===== config.mk =====
export PLATFORM = sky130hd
export DESIGN_NAME = sdp_div
export DESIGN_NICKNAME = d
export VERILOG_FILES = /design/src/rtl/sdp_div.sv
export SDC_FILE = /design/constraint.sdc
export NUM_CORES = 1
export LEC_CHECK = 0
export ABC_AREA = 1
export BUFFER_PORTS_ARGS = -buffer_cell sky130_fd_sc_hd__clkbuf_2
export CAP_MARGIN = 15
export CORE_MARGIN = 3
export CORE_UTILIZATION = 50
export CTS_CLUSTER_DIAMETER = 80
export CTS_CLUSTER_SIZE = 30
export DETAILED_ROUTE_END_ITERATION = 12
export GPL_TIMING_DRIVEN = 0
export PLACE_DENSITY = 0.71
export SLEW_MARGIN = 10
export SYNTH_ARGS = -nofsm -noshare
export SYNTH_HDL_FRONTEND = slang
export SYNTH_SLANG_ARGS = --single-unit

===== constraint.sdc =====
create_clock -name clk -period 7.5 [get_ports clk]
set_input_delay 0.75 -clock clk [delete_from_list [all_inputs] [get_ports clk]]
set_output_delay 0.75 -clock clk [all_outputs]
set_load 0.05 [all_outputs]

===== src/rtl/sdp_div.sv =====
// ----------------------------------------------------------------------------
// sdp_div / sdp_div1000
// Radix-2 restoring divider, signed dividend, unsigned divisor, one quotient
// bit per cycle, and a divide by one thousand by reciprocal multiplication,
// 16 dividend bits per estimate and correction step; both truncate toward zero.
// ----------------------------------------------------------------------------
`default_nettype none

module sdp_div #(
  parameter int NW = 66,
  parameter int DW = 32
) (
  input  wire                  clk,
  input  wire                  rst,
  input  wire                  start,
  input  wire signed [NW-1:0]  num,
  input  wire        [DW-1:0]  den,
  output logic                 done,
  output logic signed [NW-1:0] quo
);

  localparam int CW = $clog2(NW + 1);

  logic          busy;
  logic [CW-1:0] cnt;
  logic [NW-1:0] mag;
  logic [DW-1:0] rem;
  logic [DW-1:0] dv;
  logic          neg;
  logic [DW:0]   sh;
  logic          qb;

  always_comb begin
    sh = {rem, mag[NW-1]};
    qb = (sh >= {1'b0, dv});
  end

  always_ff @(posedge clk) begin
    if (rst) begin
      busy <= 1'b0;
      done <= 1'b0;
      cnt  <= '0;
    end else begin
      done <= 1'b0;
      if (start) begin
        busy <= 1'b1;
        cnt  <= CW'(NW);
      end else if (busy) begin
        cnt <= cnt - 1'b1;
        if (cnt == CW'(1)) begin
          busy <= 1'b0;
          done <= 1'b1;
        end
      end
    end
  end

  always_ff @(posedge clk) begin
    if (start) begin
      neg <= num[NW-1];
      mag <= num[NW-1] ? NW'(-num) : NW'(num);
      rem <= '0;
      dv  <= den;
    end else if (busy) begin
      rem <= qb ? DW'(sh - {1'b0, dv}) : sh[DW-1:0];
      mag <= {mag[NW-2:0], qb};
    end
  end

  assign quo = neg ? -$signed(mag) : $signed(mag);

endmodule


`default_nettype wire


Word-level counts from Yosys, hierarchy flattened. Index checks and enable logic that the tools add are counted.

Flip-flop bits (word level): 140. Input bits: 101. Output and inout port bits: 67. Logic and storage cells: 29.

$add $sub $neg: 4. Magnitude comparators: 1. Equal/unequal tests: 1. Mux-type cells: 11. Bitwise gates (word level): 1. Reduce and logical (&&, ||, !) cells: 3.

Operators by type and width (count): two-way mux 66 bit (4); negator 66 bit (2); >= comparator 33 x 32 -> 1 bit (1); two-way mux 32 bit (1); subtractor 32 bit (1); two-way mux 7 bit (2); equality test 7 x 1 -> 1 bit (second input constant) (1); subtractor 7 x 1 -> 7 bit (second input constant) (1); two-way mux 1 bit (4); OR reduction 3 bit (1); nonzero test 2 bit (1); OR reduction 2 bit (1); inverter 1 bit (1).

Longest topological paths before layout.
Depth after elaboration: 4. Gate-level depth with buffers: 17. Mapped depth without buffers: 16.

Worst setup path after synthesis. Ideal clock, no wire load.

Kind: input port to flip-flop. Start point: input port start. End point: register mag[0], enable pin. Library setup time: 457 ps. Arrival time: 3203 ps. Required time: 7043 ps. Setup slack: 3839 ps. Stages: 4. Path buffers: 2. Cells stage by stage: clkbuf_1 -> nor2_1 -> inv_1 -> clkbuf_1.

Cells in the longest elaborated chain, start to end: 1.

Ends and longest elaborated chain: from (decl) (RTL line 15) `input wire start,`; nonzero test 2 bit (no line); to (signal assigned) (RTL line 61) `mag <= num[NW-1] ? NW'(-num) : NW'(num);`; to (signal assigned) (RTL line 66) `mag <= {mag[NW-2:0], qb};`; to (decl) (RTL line 26) `logic [NW-1:0] mag;`.

Every way passes these cells. A chain may end at the register's enable or synchronous reset.

Final worst setup path.
Start point: register neg. End point: output port quo[3].

Cells in the longest elaborated chain, start to end: 1.

Ends and longest elaborated chain: from (decl) (RTL line 29) `logic neg;`; from (signal assigned) (RTL line 60) `neg <= num[NW-1];`; two-way mux 66 bit (RTL line 70) `assign quo = neg ? -$signed(mag) : $signed(mag);`; to (decl) (RTL line 19) `output logic signed [NW-1:0] quo`.

Every way passes these cells.

==> impl_metrics.py <==
metrics = {
    "sta": {
        "final-hold-violation-count": 0,
        "maxClockFrequency_mhz": 270,
        "final_setup_violation_count": 0,
        "final.setup.tns_ns": 0,
        "finalHoldWorstSlack_ns": 0.465,
        "timing.clock.skew_ns": 0.0152,
        "drv_slew": 0,
        "max-slew-margin-rel": 0.313,
        "post-route-period-util": 0.493,
        "finalCriticalPeriod_ns": 3.70,
        "max_slew.worst_pin.slew_ns": 1.03,
        "rsz0062_at_grt": "no",
    },
    "layout": {
        "final_nets": 2461,
        "antennaDiodeCount": 0,
        "area_growth_from_synthesis_to_layout_pct": 14.4,
        "layout-drive-gt1-share": 0.113,
        "n_fill_cell": 2590,
    },
    "logic_synthesis": {
        "synth_seq_area_share": 0.291,
        "post-synth-top-area-cell": "sky130_fd_sc_hd__edfxtp_1",
        "synth_top_cell_area_share": 0.228,
        "asr_flop_ratio_synth": 0,
        "mappedNetlistNets": 2274,
        "yosys_warnings": 0,
        "netlist_top_cells_area": "sky130_fd_sc_hd__edfxtp_1 23%, sky130_fd_sc_hd__nand2_1 22%, sky130_fd_sc_hd__inv_1 9.2%",
        "synth-seq-cells": 140,
        "syn_area_per_cell_um2": 6.11,
        "synth_cell_types": 45,
        "synth_area_um2": 13000,
        "synth-edff-count": 99,
        "dominantRegCellSynth": "sky130_fd_sc_hd__edfxtp_1",
        "syn_inst": 2136,
    },
    "drt": {
        "drtPass1Iterations": 5,
        "route.detailed.vias_per_inst": 5.48,
        "routedWlPerCell_um": 18.3,
        "postRouteAntennaNets": 0,
        "drc": 0,
        "route.vias.total": 14600,
        "detailedRoute.firstIterationViolations": 1890,
        "route.final.wire_length_um": 48700,
    },
    "global_routing": {
        "global_route.usage.total": 0.339,
        "first_global_vias": 13200,
        "wire_length_of_the_first_global_routing_pass_um": 74200,
        "grt_overflow": 0,
        "grt_max_degree": 66,
        "antenna_found_initial": 0,
    },
    "worst_setup_path": {
        "path_cells": "clkbuf_1 -> clkbuf_1 -> buf_1 -> nand2_1 -> xnor2_1 -> clkbuf_2",
        "setup.worst_path.start_class": "flip-flop",
        "worst-setup-path-type": "reg -> out",
        "critical_path.top_delay_family": "buffers and inverters",
        "cp_max_stage_delay_ns": 0.57,
        "timing.critical_path.fanout_max": 10,
        "critical_path.slowest_cell": "sky130_fd_sc_hd__buf_1",
        "crit_buf_inv": 4,
        "crit_path_end_kind": "output port",
        "required_ns": 6.75,
        "critical_path_arrival_ns": 2.95,
        "critical_path.most_common_cell": "sky130_fd_sc_hd__clkbuf_1",
    },
    "clock_network": {
        "cts_tree": "built",
        "post_cts_buffers": 0,
        "cts_hold_buffers": 0,
        "cts_made_buffers": 17,
        "cts_num_sinks": 140,
        "cts.htree.levels": 4,
        "cts_root_buffer": "sky130_fd_sc_hd__clkbuf_16",
        "worst_setup_hold_path_clk_slew_ns": 0.07,
        "clk_latency_ns": 0.43,
        "post_cts_resized": 0,
        "cts_max_path_buffers": 2,
    },
    "power_and_ir_drop": {
        "power.switching_fraction": 0.396,
        "power.density_nw_per_um2": 177,
        "combinationalPowerShare": 0.303,
        "cellInternalPower_mw": 1.60,
        "cellLeakagePower_nw": 7.49,
        "power_switching_mw": 1.05,
        "clock_power_share": 0.333,
        "vdd_ir_drop_max_uv": 178,
        "pwr-share-seq": 0.364,
    },
    "floorplanning": {
        "initial_utilization": 0.514,
        "core-area_um2": 25400,
        "core.rowCount": 58,
        "floorplan.die.height_um": 168,
        "io_pins": 168,
        "die_w_um": 168,
        "fp.dieArea_um2": 28100,
    },
    "job": {
        "maxCapViolations": 0,
    },
    "min_path": {
        "min_path_type": "reg -> reg",
    },
    "placed_design": {
        "detailed_place_hpwl_um": 39500,
        "io_buffers": 167,
        "gp_congestion": 1.03,
    },
    "run_status": {
        "outcome": "finished, final reports clean",
    },
}
registers in the layout, indices dropped and copies added (netlist names):
| signal | count |
|---|---|
| mag | 66 |
| dv | 32 |
| rem | 32 |
| cnt | 7 |
| busy | 1 |
| done | 1 |
| neg | 1 |
synth_stat cells (3+ instances only):
master,instances
sky130_fd_sc_hd__nand2_2,11
sky130_fd_sc_hd__xnor2_1,17
sky130_fd_sc_hd__nand2_1,753
sky130_fd_sc_hd__inv_2,5
sky130_fd_sc_hd__clkbuf_1,28
sky130_fd_sc_hd__nor4_1,6
sky130_fd_sc_hd__ha_1,36
sky130_fd_sc_hd__buf_2,7
sky130_fd_sc_hd__buf_6,3
sky130_fd_sc_hd__buf_1,9
sky130_fd_sc_hd__nor2_2,14
sky130_fd_sc_hd__clkinv_1,5
sky130_fd_sc_hd__nand4_1,52
sky130_fd_sc_hd__nand3_2,9
sky130_fd_sc_hd__o21ai_1,12
sky130_fd_sc_hd__nand3_1,191
sky130_fd_sc_hd__and2_1,4
sky130_fd_sc_hd__nor2_1,237
sky130_fd_sc_hd__nor3_1,29
sky130_fd_sc_hd__inv_1,320
sky130_fd_sc_hd__dfxtp_1,41
sky130_fd_sc_hd__a21oi_1,33
sky130_fd_sc_hd__o21ai_0,83
sky130_fd_sc_hd__edfxtp_1,99
sky130_fd_sc_hd__or2_2,7
sky130_fd_sc_hd__xor2_1,79
sky130_fd_sc_hd__nand3b_1,20
metal layers:
layer / track usage / vias up / wire length (um) / share of wire
met5: 0 / - / 0 / 0
met4: 0.0850 / 0 / 1100 / 0.023
met3: 0.0616 / 54 / 5380 / 0.11
met2: 0.476 / 792 / 19300 / 0.40
met1: 0.534 / 6658 / 22900 / 0.47
li1: - / 7118 / - / -
worst paths after layout:
kind | startpoint | endpoint | depth (start not counted) | slack, ns
worst max register to register | mag[65]$_DFFE_PP_ | rem[24]$_SDFFE_PP0P_ | 15 | 5.00
worst min-delay path | cnt[6]$_SDFFE_PP0P_ | cnt[6]$_SDFFE_PP0P_ | 2 | 0.47
worst max-delay path | neg$_DFFE_PP_ | quo[3] | 6 | 3.80
worst min register to register | cnt[6]$_SDFFE_PP0P_ | cnt[6]$_SDFFE_PP0P_ | 2 | 0.47
per-stage QoR:
step	cells	setup WS [ns]	instance area, um^2	utilization	power, mW
after floorplan	2136	3.84	13000	-	1.50
after global placement	2633	1.56	14300	0.563	1.75
after detailed placement	2634	3.87	14300	0.564	1.76
after CTS	2666	3.85	14900	0.588	2.63
after global routing	2666	3.69	14900	0.588	2.75
final	2666	3.80	14900	0.588	2.64
layout by cell type (no fill, tap or decap), types with 3 or more instances in the layout:
master	instances
sky130_fd_sc_hd__inv_1	320
sky130_fd_sc_hd__o21ai_0	83
sky130_fd_sc_hd__o21ai_1	12
sky130_fd_sc_hd__edfxtp_1	99
sky130_fd_sc_hd__clkbuf_2	167
sky130_fd_sc_hd__dfxtp_1	41
sky130_fd_sc_hd__clkbuf_1	27
sky130_fd_sc_hd__nand3_1	191
sky130_fd_sc_hd__nand2_2	11
sky130_fd_sc_hd__nand3_2	9
sky130_fd_sc_hd__ha_1	36
sky130_fd_sc_hd__clkinv_4	3
sky130_fd_sc_hd__a21oi_1	33
sky130_fd_sc_hd__xnor2_1	17
sky130_fd_sc_hd__or2_2	7
sky130_fd_sc_hd__nor2_1	237
sky130_fd_sc_hd__buf_6	3
sky130_fd_sc_hd__nor2_2	14
sky130_fd_sc_hd__buf_1	9
sky130_fd_sc_hd__inv_2	5
sky130_fd_sc_hd__nor3_1	29
sky130_fd_sc_hd__nor4_1	6
sky130_fd_sc_hd__and2_1	4
sky130_fd_sc_hd__xor2_1	79
sky130_fd_sc_hd__buf_2	7
sky130_fd_sc_hd__nand2_1	753
sky130_fd_sc_hd__inv_6	4
sky130_fd_sc_hd__nand3b_1	20
sky130_fd_sc_hd__nand4_1	52
sky130_fd_sc_hd__clkbuf_16	19
sky130_fd_sc_hd__clkinv_1	6
kinds of logic after synthesis:
kind of cell | count (synthesis) | synth area share
simple gates | 1342 | 0.439
flops | 140 | 0.291
fa+ha+maj | 37 | 0.0361
buf+inv | 380 | 0.113
xor+xnor | 96 | 0.0645
compound gates | 141 | 0.0568
power by group through the flow:
| stage | Combinational, mW | Clock (mW) | Sequential (mW) |
|---|---|---|---|
| final | 0.801 | 0.880 | 0.963 |
| after global routing | 0.859 | 0.920 | 0.968 |
| after CTS | 0.788 | 0.884 | 0.960 |
| after detailed placement | 0.783 | 0 | 0.975 |
| after global placement | 0.775 | 0 | 0.977 |
| after floorplan | 0.546 | 0 | 0.953 |
cell type report:
type | instances | area [um^2] | share of cell area
buffer | 50 | 241 | 0.0162
clock buffer | 19 | 475 | 0.0319
clock inverter | 13 | 126 | 0.00847
inverter | 330 | 1240 | 0.0830
multi-input combinational | 1616 | 7770 | 0.521
sequential | 140 | 3790 | 0.254
tap | 330 | 413 | 0.0277
timing repair buffer | 168 | 863 | 0.0578
tightest hold or removal path: stages, from the launching register on:
cell                      delay (ns)
sky130_fd_sc_hd__dfxtp_1        0.31
sky130_fd_sc_hd__o41ai_1        0.06
sky130_fd_sc_hd__a21oi_1        0.05
Note: power is estimated with default switching activity, not from simulation.
